==> config.mk <==
export PLATFORM = sky130hd
export DESIGN_NAME = morse_character_keyer_core
export DESIGN_NICKNAME = d
export VERILOG_FILES = /design/src/hdl/mck_pkg.sv /design/src/hdl/mck_seg_gen.sv /design/src/hdl/mck_out_reg.sv /design/src/hdl/morse_character_keyer_core.sv
export SDC_FILE = /design/constraint.sdc
export NUM_CORES = 1
export LEC_CHECK = 0
export BUFFER_PORTS_ARGS = -buffer_cell sky130_fd_sc_hd__clkbuf_2
export CAP_MARGIN = 30
export CORE_UTILIZATION = 55
export DETAILED_ROUTE_END_ITERATION = 6
export GPL_TIMING_DRIVEN = 0
export PLACE_DENSITY = 0.82
export SETUP_SLACK_MARGIN = 0.15
export SKIP_CTS_REPAIR_TIMING = 1
export SLEW_MARGIN = 5
export SYNTH_ARGS = -nofsm -noshare
export SYNTH_HDL_FRONTEND = slang
export SYNTH_SLANG_ARGS = --single-unit
==> constraint.sdc <==
create_clock -name clk_i -period 2.9 [get_ports clk_i]
set_input_delay 0.87 -clock clk_i [delete_from_list [all_inputs] [get_ports clk_i]]
set_output_delay 0.87 -clock clk_i [all_outputs]
set_load 0.005 [all_outputs]
==> src/hdl/mck_pkg.sv <==
// Shared types, constants and the character code table for the Morse keyer.
package mck_pkg;

  localparam int unsigned CharW = 8;
  localparam int unsigned DotW  = 24;
  localparam int unsigned DurW  = 27;
  localparam int unsigned LenW  = 3;
  localparam int unsigned PatW  = 5;
  localparam int unsigned SegW  = LenW + 1;

  localparam logic [DotW-1:0] DOT_TICKS_RESET = DotW'(1000);

  // What a character turns into
  typedef enum logic [1:0] {
    KIND_NONE,
    KIND_MORSE,
    KIND_SLASH
  } kind_e;

  // Decoded character: symbol count and pattern, first symbol in the MSB, 1 = dash
  typedef struct packed {
    kind_e             kind;
    logic [LenW-1:0]   len;
    logic [PatW-1:0]   pat;
  } code_t;

  // One keying segment
  typedef struct packed {
    logic            led_on;
    logic [DurW-1:0] duration_ticks;
    logic            last;
  } seg_t;

  // International Morse table for A..Z and 0..9; space has an empty code
  function automatic code_t lookup_code(input logic [CharW-1:0] ch);
    code_t c;
    c.kind = KIND_MORSE;
    c.len  = '0;
    c.pat  = '0;
    case (ch)
      "A": {c.len, c.pat} = {3'd2, 5'b01000};
      "B": {c.len, c.pat} = {3'd4, 5'b10000};
      "C": {c.len, c.pat} = {3'd4, 5'b10100};
      "D": {c.len, c.pat} = {3'd3, 5'b10000};
      "E": {c.len, c.pat} = {3'd1, 5'b00000};
      "F": {c.len, c.pat} = {3'd4, 5'b00100};
      "G": {c.len, c.pat} = {3'd3, 5'b11000};
      "H": {c.len, c.pat} = {3'd4, 5'b00000};
      "I": {c.len, c.pat} = {3'd2, 5'b00000};
      "J": {c.len, c.pat} = {3'd4, 5'b01110};
      "K": {c.len, c.pat} = {3'd3, 5'b10100};
      "L": {c.len, c.pat} = {3'd4, 5'b01000};
      "M": {c.len, c.pat} = {3'd2, 5'b11000};
      "N": {c.len, c.pat} = {3'd2, 5'b10000};
      "O": {c.len, c.pat} = {3'd3, 5'b11100};
      "P": {c.len, c.pat} = {3'd4, 5'b01100};
      "Q": {c.len, c.pat} = {3'd4, 5'b11010};
      "R": {c.len, c.pat} = {3'd3, 5'b01000};
      "S": {c.len, c.pat} = {3'd3, 5'b00000};
      "T": {c.len, c.pat} = {3'd1, 5'b10000};
      "U": {c.len, c.pat} = {3'd3, 5'b00100};
      "V": {c.len, c.pat} = {3'd4, 5'b00010};
      "W": {c.len, c.pat} = {3'd3, 5'b01100};
      "X": {c.len, c.pat} = {3'd4, 5'b10010};
      "Y": {c.len, c.pat} = {3'd4, 5'b10110};
      "Z": {c.len, c.pat} = {3'd4, 5'b11000};
      "0": {c.len, c.pat} = {3'd5, 5'b11111};
      "1": {c.len, c.pat} = {3'd5, 5'b01111};
      "2": {c.len, c.pat} = {3'd5, 5'b00111};
      "3": {c.len, c.pat} = {3'd5, 5'b00011};
      "4": {c.len, c.pat} = {3'd5, 5'b00001};
      "5": {c.len, c.pat} = {3'd5, 5'b00000};
      "6": {c.len, c.pat} = {3'd5, 5'b10000};
      "7": {c.len, c.pat} = {3'd5, 5'b11000};
      "8": {c.len, c.pat} = {3'd5, 5'b11100};
      "9": {c.len, c.pat} = {3'd5, 5'b11110};
      " ": {c.len, c.pat} = {3'd0, 5'b00000};
      "/": c.kind = KIND_SLASH;
      default: c.kind = KIND_NONE;
    endcase
    return c;
  endfunction

endpackage

==> src/hdl/mck_seg_gen.sv <==
// Character register and segment sequencer: one keying segment per cycle while seg_ready_i is high.
module mck_seg_gen (
  input  logic                      clk_i,
  input  logic                      rst_ni,
  input  logic                      in_valid_i,
  output logic                      in_stall_o,
  input  logic [mck_pkg::CharW-1:0] char_code_i,
  input  logic [mck_pkg::DotW-1:0]  dot_ticks_i,
  output logic                      seg_valid_o,
  input  logic                      seg_ready_i,
  output mck_pkg::seg_t             seg_o
);
  import mck_pkg::*;

  typedef enum logic [1:0] {
    U_ONE,
    U_THREE,
    U_SEVEN
  } unit_e;

  logic            busy_q, busy_d;
  logic [SegW-1:0] seg_q, seg_d;
  code_t           code_q;
  code_t           code_in;
  logic            in_acc;
  logic            adv;
  logic            done;
  logic            is_end;
  logic [PatW-1:0] pat_shift;
  logic            dash;
  unit_e           units;
  logic [DurW-1:0] dot_ext;
  logic [DurW-1:0] dur_ticks;
  logic            seg_led;
  logic            seg_last;

  // Decode the incoming character
  assign code_in = lookup_code(char_code_i);

  // Handshake: take a new request when idle or while the final segment leaves
  assign adv        = busy_q && seg_ready_i;
  assign done       = adv && seg_last;
  assign in_stall_o = busy_q && !done;
  assign in_acc     = in_valid_i && !in_stall_o;

  // Current segment: even steps before the end are symbols, odd steps the one-unit gaps, the end step the closing gap
  assign is_end    = (seg_q == {code_q.len, 1'b0});
  assign pat_shift = code_q.pat << seg_q[SegW-1:1];
  assign dash      = pat_shift[PatW-1];

  always_comb begin
    if (code_q.kind == KIND_SLASH) begin
      units = U_SEVEN;
    end else if (is_end) begin
      units = U_THREE;
    end else if (!seg_q[0] && dash) begin
      units = U_THREE;
    end else begin
      units = U_ONE;
    end
  end

  // Units times dot length by shift and add or subtract
  assign dot_ext = DurW'(dot_ticks_i);

  always_comb begin
    case (units)
      U_ONE:   dur_ticks = dot_ext;
      U_THREE: dur_ticks = (dot_ext << 1) + dot_ext;
      U_SEVEN: dur_ticks = (dot_ext << 3) - dot_ext;
      default: dur_ticks = dot_ext;
    endcase
  end

  assign seg_led     = (code_q.kind == KIND_MORSE) && !is_end && !seg_q[0];
  assign seg_last    = (code_q.kind == KIND_SLASH) || is_end;
  assign seg_o       = {seg_led, dur_ticks, seg_last};
  assign seg_valid_o = busy_q;

  // Next control state
  always_comb begin
    busy_d = busy_q;
    seg_d  = seg_q;
    if (in_acc) begin
      busy_d = (code_in.kind != KIND_NONE);
      seg_d  = '0;
    end else if (adv) begin
      if (seg_last) begin
        busy_d = 1'b0;
      end else begin
        seg_d = seg_q + SegW'(1);
      end
    end
  end

  always_ff @(posedge clk_i or negedge rst_ni) begin
    if (!rst_ni) begin
      busy_q <= 1'b0;
      seg_q  <= '0;
    end else begin
      busy_q <= busy_d;
      seg_q  <= seg_d;
    end
  end

  // Character payload
  always_ff @(posedge clk_i) begin
    if (in_acc) begin
      code_q <= code_in;
    end
  end

  // The step count never runs past the closing gap
  a_seg_in_range: assert property (@(posedge clk_i) disable iff (!rst_ni)
    busy_q && code_q.kind == KIND_MORSE |-> seg_q <= {code_q.len, 1'b0})
    else $error("segment step beyond closing gap");

  // A slash is a single segment
  a_slash_single: assert property (@(posedge clk_i) disable iff (!rst_ni)
    busy_q && code_q.kind == KIND_SLASH |-> seg_q == '0)
    else $error("slash with more than one segment");

  // Finishing a character with no new request leaves the sequencer idle
  a_idle_after_last: assert property (@(posedge clk_i) disable iff (!rst_ni)
    done && !in_acc |=> !busy_q)
    else $error("sequencer busy after final segment");

  // A segment that is not taken holds its step
  a_hold_step: assert property (@(posedge clk_i) disable iff (!rst_ni)
    busy_q && !seg_ready_i |=> busy_q && $stable(seg_q))
    else $error("segment step moved while stalled");

endmodule

==> src/hdl/mck_out_reg.sv <==
// Output register for keying segments, loaded whenever it is empty or being taken.
module mck_out_reg (
  input  logic                     clk_i,
  input  logic                     rst_ni,
  input  logic                     seg_valid_i,
  output logic                     seg_ready_o,
  input  mck_pkg::seg_t            seg_i,
  output logic                     out_valid_o,
  input  logic                     out_stall_i,
  output logic                     led_on_o,
  output logic [mck_pkg::DurW-1:0] duration_ticks_o,
  output logic                     last_o
);
  import mck_pkg::*;

  logic  valid_q;
  seg_t  data_q;

  assign seg_ready_o = !valid_q || !out_stall_i;

  // Valid flag
  always_ff @(posedge clk_i or negedge rst_ni) begin
    if (!rst_ni) begin
      valid_q <= 1'b0;
    end else if (seg_ready_o) begin
      valid_q <= seg_valid_i;
    end
  end

  // Segment payload
  always_ff @(posedge clk_i) begin
    if (seg_ready_o && seg_valid_i) begin
      data_q <= seg_i;
    end
  end

  assign out_valid_o      = valid_q;
  assign led_on_o         = data_q.led_on;
  assign duration_ticks_o = data_q.duration_ticks;
  assign last_o           = data_q.last;

endmodule

==> src/hdl/morse_character_keyer_core.sv <==
// Morse keyer top level: dot-length register, segment sequencer, output register.
// The first segment passes the sequencer's character register and then the output register.
// Throughput: one segment per cycle while the output is not stalled; a Morse character of
//   n symbols keys 2n+1 segments (1 to 11), a slash 1, an unsupported code none.
// The sequencer takes the next character in the cycle its last segment leaves.
// Reset (async, active low): no segment pending, dot_ticks back to 1000.
module morse_character_keyer_core (
  input  logic                      clk_i,
  input  logic                      rst_ni,
  input  logic                      cfg_we_i,
  input  logic [mck_pkg::DotW-1:0]  cfg_wdata_i,
  input  logic                      in_valid_i,
  output logic                      in_stall_o,
  input  logic [mck_pkg::CharW-1:0] char_code_i,
  output logic                      out_valid_o,
  input  logic                      out_stall_i,
  output logic                      led_on_o,
  output logic [mck_pkg::DurW-1:0]  duration_ticks_o,
  output logic                      last_o
);
  import mck_pkg::*;

  logic [DotW-1:0] dot_ticks_q;
  logic            seg_valid;
  logic            seg_ready;
  seg_t            seg;

  // Dot length register
  always_ff @(posedge clk_i or negedge rst_ni) begin
    if (!rst_ni) begin
      dot_ticks_q <= DOT_TICKS_RESET;
    end else if (cfg_we_i) begin
      dot_ticks_q <= cfg_wdata_i;
    end
  end

  mck_seg_gen u_seg_gen (
    .clk_i       (clk_i),
    .rst_ni      (rst_ni),
    .in_valid_i  (in_valid_i),
    .in_stall_o  (in_stall_o),
    .char_code_i (char_code_i),
    .dot_ticks_i (dot_ticks_q),
    .seg_valid_o (seg_valid),
    .seg_ready_i (seg_ready),
    .seg_o       (seg)
  );

  mck_out_reg u_out_reg (
    .clk_i            (clk_i),
    .rst_ni           (rst_ni),
    .seg_valid_i      (seg_valid),
    .seg_ready_o      (seg_ready),
    .seg_i            (seg),
    .out_valid_o      (out_valid_o),
    .out_stall_i      (out_stall_i),
    .led_on_o         (led_on_o),
    .duration_ticks_o (duration_ticks_o),
    .last_o           (last_o)
  );

endmodule

==> results.cfg, run 1 <==
[status]
run_status = finished with violations
failed_checks = negative setup slack

[clock_tree]
number_of_clock_buffers_inserted_by_tritoncts = 9
root_buffer = sky130_fd_sc_hd__clkbuf_8
numClockSinks = 69
worst_skew_pair_latency_ns = 0.38
cts_buffer_depth = 2
clkTransAtPathRegs_ns = 0.09
deepest_level_of_the_cts_h_tree = 3
cts_tree = built

[sta]
layout_worst_path_cycle_share_pct = 106.7
timing.hold.ws_ns = 0.5876
fin_worst_skew_ns = 0.01775
grt_setup_unrepaired = true
final-hold-violation-count = 0
worst-slew-pin-transition_ns = 0.8582
relSlewSlack_pct = 42.78
slew_violations = 0
max_freq_mhz = 323.3
fin_ws_ns = -0.1929
setup-violations-final = 6
tns_ns = -0.6371
timing.final.crit_period_ns = 3.093

[critical_path]
timing.rr.start = dot_ticks_q[3]$_DFFE_PN1P_
crit_path_cell_trace = ha_1, o211ai_1, o211ai_1, a311oi_2, buf_4, o21ai_2, o41ai_2, buf_4, xor2_1, o221ai_1
timing.reg2reg.worst_path_depth = 10
cp_max_fo = 4
critPathLaunchType = flip-flop
crit_path_max_incr_delay_ns = 0.59
crit_slowest_cell = sky130_fd_sc_hd__dfstp_2
endpoint_kind = flip-flop
r2r-end = u_out_reg.duration_ticks_o[22]$_DFFE_PP_
timing.setup.critical_path_class = reg -> reg
slack_of_the_worst_reg_to_reg_path_ns = -0.19
cp.arrival_ns = 3.17
worstPathRequired_ns = 2.98

[detailed_routing]
wl_per_cell_um = 19.42
postRouteAntennaNets = 0
drt_first_iter_violations = 468
drt-total-wl_um = 18120
vias = 5993
post-route-drc-count = 0
detail_route.first_pass.iterations = 5
vias_per_cell = 6.423

[grt]
number_of_antenna_violations_at_the_first_check_in_global_routing = 0
global_route_wire_length_before_repair_um = 27200
grt.total_usage_pct = 31.01
number_of_global_route_vias_before_repair = 5613
globalRouteOverflowTotal = 0
grt_start_max_net_pins = 31

[yosys]
synth-async-reset-ratio_pct = 43.48
synthDistinctLibCells = 74
syn_area_mm2 = 0.005872
yosys_warnings = 0
register_bit_total_from_synthesis = 69
synthesis.nets = 773
synth_enable_flop_cells = 39
post_synth_inst_count = 685
synth_flop_cell = sky130_fd_sc_hd__edfxtp_1
synth.yosys.seq_area_share_pct = 32.86
postSynthAreaPerCell_um2 = 8.572

[cells_and_area]
synthToLayoutAreaGrowth_pct = 19.52
diodes = 0
fill_cells = 814
final_layout_size_suffix_gt1_share_pct = 23.46
layout.area.seq_mm2 = 0.001941
stdcell_area_mm2 = 0.007018
multiInputGateArea_mm2 = 0.003896
final_common_cell = sky130_fd_sc_hd__nand2_1
mostFrequentLayoutCells = sky130_fd_sc_hd__nand2_1, sky130_fd_sc_hd__clkbuf_2, sky130_fd_sc_hd__o21ai_0
fin_nets = 880

[floorplanning]
fp.dieArea_mm2 = 0.01109
rows = 37
initial_core_util_pct = 56.88
dieHeight_um = 105.3
die_width_um = 105.3
ios = 68
core_box_area_mm2 = 0.01032

[placement]
postPlaceCellArea_mm2 = 0.006369
gpl_wtd_cong = 0.9174
final_hpwl_dp_um = 12570
placement.io_buffers = 65

[power]
worst_ir_drop_vdd_mv = 0.4579
p_per_area_mw_per_mm2 = 586.1
p_leak_nw = 3.007

[min_path]
worst_hold_path_type = in -> async

[run]
max-cap-violations = 0
==> kinds of logic after synthesis <==
group	count (synthesis)	share of synthesized area, %
AOI/OAI and AO/OA	241	27.08
xor gates and xnor gates	44	6.563
adders and majority gates	51	11.00
buffers and inverters	69	4.560
DFF	69	32.86
muxes	7	1.236
and+or+nand+nor	204	16.71
==> power breakdown <==
group          switching, mW  internal, mW
Combinational           1.17         0.819
Clock                  0.428         0.318
Sequential            0.0998          1.28
Total                   1.70          2.42
==> synth_stat cells, drive strengths merged (4+ instances only) <==
master	count	share of area, %
dfrtp	24	10
xnor2	25	3.7
inv	39	2.5
o211ai	7	0.89
a21oi	55	5.0
and2	6	0.64
o21a	4	0.51
clkbuf	25	1.6
nand3	17	1.4
a21o	20	2.6
dfstp	6	2.7
nand2b	11	1.3
nor2b	8	0.85
nand2	74	4.7
and3	12	1.4
o21ai	74	6.4
edfxtp	39	20
a22oi	15	2.0
a211o	4	0.60
xor2	19	2.8
nor3	9	0.77
nor2	46	2.9
or3	5	0.53
nor3b	4	0.60
o21bai	5	0.64
o221ai	12	1.8
nand4	4	0.43
buf	4	0.40
mux2i	5	0.85
o22ai	9	0.96
ha	50	11
==> sequential cells by signal (all words and copies together), names as in the netlist <==
register                    cells
u_seg_gen.seg_q                 4
u_out_reg.led_on_o              1
u_seg_gen.code_q               10
u_out_reg.out_valid_o           1
u_out_reg.last_o                1
dot_ticks_q                    24
u_out_reg.duration_ticks_o     27
u_seg_gen.seg_valid_o           1
==> final cells by class <==
type	count	area share, %
inverters	40	2.211
well taps	136	2.425
flip-flops and latches	69	27.65
repair buffers	96	7.952
clock inverters	6	0.6597
plain buffers	29	1.765
multi-input cells	547	55.52
clock buffers	10	1.819
==> worst max path at each step <==
stage	start	end	slack (ns)	cells past startpoint
floorplan	dot_ticks_q[6]$_DFFE_PN1P_	u_out_reg.duration_ticks_o[23]$_DFFE_PP_	0.25	10
global placement	dot_ticks_q[2]$_DFFE_PN0P_	u_out_reg.duration_ticks_o[24]$_DFFE_PP_	-0.18	10
detailed placement	dot_ticks_q[2]$_DFFE_PN0P_	u_out_reg.duration_ticks_o[24]$_DFFE_PP_	-0.18	10
CTS	dot_ticks_q[2]$_DFFE_PN0P_	u_out_reg.duration_ticks_o[24]$_DFFE_PP_	-0.23	10
global route	dot_ticks_q[3]$_DFFE_PN1P_	u_out_reg.duration_ticks_o[22]$_DFFE_PP_	-0.19	10
finish	dot_ticks_q[3]$_DFFE_PN1P_	u_out_reg.duration_ticks_o[22]$_DFFE_PP_	-0.19	10
==> metal layers <==
layer	track usage (%)	routed length, µm
met1	38.32	7278
met2	51.36	8847
met3	5.690	1276
met4	16.60	714
met5	0	0
==> critical path, delay by kind of cell, from the launching register on <==
family | cells | cell delay, ns
xor+xnor | 1 | 0.14
flops | 1 | 0.59
fa+ha+maj | 1 | 0.32
compound gates | 6 | 1.38
buf+inv | 2 | 0.38
==> through the flow <==
stage | utilization (%) | instances | worst slack (ns) | power, mW
2_1_floorplan | - | 685 | 0.2535 | 2.573
3_3_place_gp | 61.68 | 886 | -0.1782 | 3.021
3_5_place_dp | 61.69 | 886 | -0.1843 | 3.080
4_1_cts | 63.37 | 902 | -0.2260 | 3.827
5_1_grt | 67.98 | 933 | -0.1919 | 4.328
6_report | 67.98 | 933 | -0.1929 | 4.113
No activity file was read; power rests on OpenSTA's default activity.
==> inputs of run 2 (changes only) <==
ABC_AREA = 1   (was unset)
PLACE_DENSITY = 0.81   (was 0.82)
==> run 2 against run 1 <==
The flow now finishes without violations. Maximum frequency up 21%. Sequential power up 16%. Die area up 18%. Synthesized cell count up 62%. Non-clock buffer count down 43. First-iteration DRC count up 26%. Cell area up 12%. Critical endpoint is now in_stall_o.
==> results.cfg, run 2 <==
[floorplanning]
rows = 40
core_box_area_mm2 = 0.01216
ios = 68
die_width_um = 114.4
initial_core_util_pct = 57.10
dieHeight_um = 114.4
fp.dieArea_mm2 = 0.01308

[placement]
final_hpwl_dp_um = 16110
gpl_wtd_cong = 0.9530
dp_cells = 1343
postPlaceCellArea_mm2 = 0.007512
placement.io_buffers = 66

[clock_tree]
number_of_clock_buffers_inserted_by_tritoncts = 9
deepest_level_of_the_cts_h_tree = 3
worst_skew_pair_latency_ns = 0.35
root_buffer = sky130_fd_sc_hd__clkbuf_16
numClockSinks = 69
clkTransAtPathRegs_ns = 0.05
cts_buffer_depth = 2
cts_tree = built

[critical_path]
cp.arrival_ns = 1.68
cp_max_fo = 9
timing.rr.start = dot_ticks_q[2]$_DFFE_PN0P_
r2r-end = u_out_reg.duration_ticks_o[23]$_DFFE_PP_
timing.reg2reg.worst_path_depth = 12
slack_of_the_worst_reg_to_reg_path_ns = 0.42
endpoint_kind = primary output
worstPathRequired_ns = 2.03
timing.setup.critical_path_class = reg -> out
critPathLaunchType = flip-flop

[yosys]
synth.yosys.seq_area_share_pct = 27.78
synth_enable_flop_cells = 39
post-synth-top-count-cell = sky130_fd_sc_hd__nand2_1
synth.area.top_cells = sky130_fd_sc_hd__nand2_1, sky130_fd_sc_hd__edfxtp_1, sky130_fd_sc_hd__inv_1, sky130_fd_sc_hd__ha_1, sky130_fd_sc_hd__dfrtp_1
post_synth_inst_count = 1108
synth-async-reset-ratio_pct = 43.48
postSynthAreaPerCell_um2 = 6.267
synth_flop_cell = sky130_fd_sc_hd__edfxtp_1
syn_area_mm2 = 0.006944
yosys.area.top_type_share_pct = 21.51
yosys_warnings = 0
list_of_most_frequent_post_synthesis_cells = sky130_fd_sc_hd__nand2_1, sky130_fd_sc_hd__inv_1, sky130_fd_sc_hd__nor2_1
register_bit_total_from_synthesis = 69
synthDistinctLibCells = 41
synthesis.nets = 1196
synth_top_area_cell = sky130_fd_sc_hd__nand2_1

[min_path]
hold_start = u_out_reg.out_valid_o$_DFFE_PN0P_
hold_end = u_out_reg.out_valid_o$_DFFE_PN0P_
min_path_cells = 2
worst_hold_path_type = reg -> reg

[sta]
slew_violations = 0
fin_worst_skew_ns = 0.009152
timing.hold.ws_ns = 0.5438
grt_setup_unrepaired = false
setup-violations-final = 0
layout_worst_path_cycle_share_pct = 88.04
final-hold-violation-count = 0
relSlewSlack_pct = 44.14
max_freq_mhz = 391.7
timing.final.crit_period_ns = 2.553
worst-slew-pin-transition_ns = 0.8348

[detailed_routing]
vias = 7474
post-route-drc-count = 0
wl_per_cell_um = 14.94
postRouteAntennaNets = 0
drt-total-wl_um = 20310
vias_per_cell = 5.500
detail_route.first_pass.iterations = 5
drt_first_iter_violations = 592

[status]
run_status = finished, final reports clean

[run]
max-cap-violations = 0

[grt]
number_of_antenna_violations_at_the_first_check_in_global_routing = 0
globalRouteOverflowTotal = 0
number_of_global_route_vias_before_repair = 7090
grt_start_max_net_pins = 31
global_route_wire_length_before_repair_um = 33290
grt.total_usage_pct = 32.98

[cells_and_area]
synthToLayoutAreaGrowth_pct = 12.72
stdcell_area_mm2 = 0.007828
final-instance-count-excl-fill = 1359
largest_register_ffs = 27
final_common_cell = sky130_fd_sc_hd__nand2_1
mostFrequentLayoutCells = sky130_fd_sc_hd__nand2_1, sky130_fd_sc_hd__inv_1, sky130_fd_sc_hd__nor2_1
final_layout_size_suffix_gt1_share_pct = 10.75
fill_cells = 1167
post-route-util_pct = 64.36
fin_nets = 1274
diodes = 0

[power]
p_leak_nw = 4.262
worst_ir_drop_vdd_mv = 0.5039
p_per_area_mw_per_mm2 = 671.5
## run 2: metal layers
metal,GRT usage (%),vias to the layer above,wire [µm]
li1,-,3722,-
met3,4.976,52,1390
met5,0,-,0
met1,40.86,3420,8502
met4,15.93,0,766
met2,56.24,280,9647
## run 2: cells by family (layout without fill, tap and decap cells)
group,count (synthesis),count (layout),synth area share (%)
compound gates,119,119,9.478
buf+inv,189,272,10.65
fa+ha+maj,51,51,9.297
xor+xnor,10,10,1.261
simple gates,670,670,41.53
flops,69,69,27.78
## run 2: report_power, final
group | internal [mW] | total (mW) | switching [mW]
sequential | 1.45 | 1.60 | 0.149
clock | 0.748 | 1.20 | 0.448
combinational | 0.854 | 2.46 | 1.61
## run 2: area by class of cell
cell class / instances / area [µm²] / area share [%]
Clock inverter: 7 / 90.09 / 1.151
Timing Repair Buffer: 67 / 350.3 / 4.476
Multi-Input combinational cell: 850 / 4283 / 54.72
Buffer: 15 / 86.33 / 1.103
Clock buffer: 9 / 225.2 / 2.877
Tap cell: 168 / 210.2 / 2.685
Inverter: 174 / 653.1 / 8.344
Sequential cell: 69 / 1929 / 24.65
## run 2: worst max-delay path: stages, from the launching register on
cell                       delay, ns
sky130_fd_sc_hd__dfrtp_1        0.35
sky130_fd_sc_hd__buf_4          0.17
sky130_fd_sc_hd__nor2_1         0.06
sky130_fd_sc_hd__nor3_2         0.16
sky130_fd_sc_hd__nand4_2        0.19
sky130_fd_sc_hd__nand3_1        0.17
sky130_fd_sc_hd__nand2_1        0.11
sky130_fd_sc_hd__clkbuf_2       0.13
## run 2: how the worst max path moves through the flow
stage	from	to	slack, ns
global placement	out_stall_i	u_seg_gen.seg_q[2]$_DFFE_PN0P_	-0.71
finish	u_seg_gen.seg_q[1]$_DFFE_PN0P_	in_stall_o	0.35
global route	u_seg_gen.seg_q[1]$_DFFE_PN0P_	in_stall_o	0.22
CTS	u_seg_gen.seg_q[1]$_DFFE_PN0P_	in_stall_o	0.32
floorplan	out_stall_i	u_out_reg.duration_ticks_o[0]$_DFFE_PP_	0.18
detailed placement	char_code_i[1]	u_seg_gen.seg_valid_o$_DFFE_PN0P_	0.41
## run 2: metrics by stage
stage | TNS (ns) | setup WS, ns | power (mW)
final | 0 | 0.3469 | 5.256
after global routing | 0 | 0.2163 | 5.598
after CTS | 0 | 0.3230 | 5.222
after detailed placement | 0 | 0.4149 | 4.018
after global placement | -21.02 | -0.7138 | 3.944
after floorplan | 0 | 0.1791 | 3.206
==> inputs of run 3 (changes only) <==
CORE_ASPECT_RATIO = 1.4   (was unset)
clock period = 2.59 ns   (was 2.9 ns; I/O delays follow)
==> run 3 against run 2 <==
Worst setup slack worse by 0.18 ns. Critical path depth is 3 higher. Sequential share of layout area is 0.22 points lower. Clock power is 7% lower. Register-to-register slack worse by 0.26 ns. Via count is 2.9% higher. Flip-flop and latch count stayed put. Worst hold slack worse by 0.035 ns. Critical path type is now reg -> reg. Critical endpoint is now u_out_reg.duration_ticks_o[12]$_DFFE_PP_. Largest cell class unchanged.
==> results.cfg, run 3 (same netlist as run 2, synthesis figures left out) <==
[floorplanning]
fp.dieArea_mm2 = 0.01309
dieHeight_um = 135.0
ios = 68
initial_core_util_pct = 56.40
core_box_area_mm2 = 0.01231
rows = 48
die_width_um = 96.97

[cells_and_area]
final_common_cell = sky130_fd_sc_hd__nand2_1
stdcell_area_mm2 = 0.007924
largest_register_ffs = 27
final_layout_size_suffix_gt1_share_pct = 13.80
post-route-util_pct = 64.36
diodes = 0
final-instance-count-excl-fill = 1346
synthToLayoutAreaGrowth_pct = 14.11
mostFrequentLayoutCells = sky130_fd_sc_hd__nand2_1, sky130_fd_sc_hd__inv_1, sky130_fd_sc_hd__nor2_1
fin_nets = 1280

[run]
max-cap-violations = 0

[power]
net-switching-power_mw = 2.502
power_frac_clock_pct = 19.4
netSwitchingFraction_pct = 43.45
power_frac_comb_pct = 49.5
power_report.internal_total_mw = 3.257
power.sequential.fraction_pct = 31.1
p_per_area_mw_per_mm2 = 726.8
worst_ir_drop_vdd_mv = 0.4380
power_mw = 5.759
p_leak_nw = 4.280

[sta]
slew_violations = 0
timing.final.crit_period_ns = 2.427
layout_worst_path_cycle_share_pct = 93.71
grt_setup_unrepaired = false
setup-violations-final = 0
fin_ws_ns = 0.1630
worst-slew-pin-transition_ns = 0.9627
relSlewSlack_pct = 35.67
max_freq_mhz = 412.0
fin_worst_skew_ns = 0.01093
final-hold-violation-count = 0

[grt]
number_of_antenna_violations_at_the_first_check_in_global_routing = 0
grt.total_usage_pct = 33.40
globalRouteOverflowTotal = 0
global_route_wire_length_before_repair_um = 34530
grt_start_max_net_pins = 32
number_of_global_route_vias_before_repair = 7516

[clock_tree]
clkTransAtPathRegs_ns = 0.06
worst_skew_pair_latency_ns = 0.34
cts_buffer_depth = 2
cts_tree = built
root_buffer = sky130_fd_sc_hd__clkbuf_16
number_of_clock_buffers_inserted_by_tritoncts = 9
deepest_level_of_the_cts_h_tree = 3
numClockSinks = 69

[placement]
placement.io_buffers = 66
dp_cells = 1324
gpl_wtd_cong = 0.9867
final_hpwl_dp_um = 16870
placement.setup.worst_slack_ns = 0.1072
postPlaceCellArea_mm2 = 0.007470

[min_path]
worst_hold_path_type = in -> async

[critical_path]
worstPathRequired_ns = 2.66
cp.arrival_ns = 2.49
endpoint_kind = flip-flop
cp_max_fo = 5
timing.rr.start = dot_ticks_q[7]$_DFFE_PN1P_
critPathLaunchType = flip-flop
timing.setup.critical_path_class = reg -> reg
launch_point_of_the_critical_path = dot_ticks_q[7]$_DFFE_PN1P_

[detailed_routing]
postRouteAntennaNets = 0
vias = 7689
wl_per_cell_um = 16.05
detail_route.first_pass.iterations = 7
post-route-drc-count = 0
drt_first_iter_violations = 604
vias_per_cell = 5.712
drt-total-wl_um = 21600

[status]
run_status = finished, final reports clean
==> run 3: changes by cell type in the layout (fill, tap and decap cells not counted), sizes merged <==
cell | previous run | this run
buf | 9 | 15
clkinvlp | 1 | 0
clkbuf | 82 | 83
bufinv | 2 | 0
clkinv | 5 | 6
==> run 3: critical path, cell delays in order (launching register included) <==
cell                      delay [ns]
sky130_fd_sc_hd__dfstp_2        0.59
sky130_fd_sc_hd__inv_1          0.07
sky130_fd_sc_hd__ha_1           0.33
sky130_fd_sc_hd__nand2_1        0.15
sky130_fd_sc_hd__inv_1          0.06
sky130_fd_sc_hd__a21oi_1        0.25
sky130_fd_sc_hd__nand2_2        0.16
sky130_fd_sc_hd__nand2_1        0.10
sky130_fd_sc_hd__nand2_1        0.06
sky130_fd_sc_hd__o21ai_0        0.24
sky130_fd_sc_hd__nand3_1        0.14
==> run 3: worst paths after layout <==
kind | end | slack, ns | cells after the start
setup reg to reg | u_out_reg.duration_ticks_o[12]$_DFFE_PP_ | 0.16 | 10
hold reg to reg | u_out_reg.out_valid_o$_DFFE_PN0P_ | 0.53 | 2
min in group clk_i | u_out_reg.out_valid_o$_DFFE_PN0P_ | 0.53 | 2
max in group asynchronous | dot_ticks_q[21]$_DFFE_PN0P_ | 1.48 | 1
hold / removal | dot_ticks_q[0]$_DFFE_PN0P_ | 0.51 | 1
setup / recovery | u_out_reg.duration_ticks_o[12]$_DFFE_PP_ | 0.16 | 10
==> run 3: power groups by stage <==
stage / clock (mW) / combinational [mW] / sequential [mW]
after global routing: 1.16 / 3.12 / 1.82
after detailed placement: 0 / 2.68 / 1.81
after CTS: 1.12 / 2.70 / 1.79
after global placement: 0 / 2.63 / 1.80
final: 1.12 / 2.85 / 1.79
after floorplan: 0 / 1.79 / 1.80
==> run 3: stage by stage <==
step / setup TNS [ns] / hold WS, ns
floorplan: 0 / 0.4814
global placement: -1.660 / 0.5046
detailed placement: 0 / 0.5171
CTS: 0 / 0.5291
global route: 0 / 0.5559
finish: 0 / 0.5086
==> run 3: layout make-up <==
type	count	area [µm²]
clock inverter	5	28.78
inverter	174	653.1
tap	150	187.7
timing repair buffer	73	382.9
buffer	15	90.09
sequential	69	1936
multi-input combinational	850	4417
clock buffer	10	229.0
fill	1174	4388
==> run 3: routing by layer <==
metal | global-route usage [%] | share of wire, %
met4 | 25.04 | 8.1
met5 | 0 | 0
met2 | 61.19 | 51
met1 | 34.57 | 36
met3 | 4.503 | 4.8
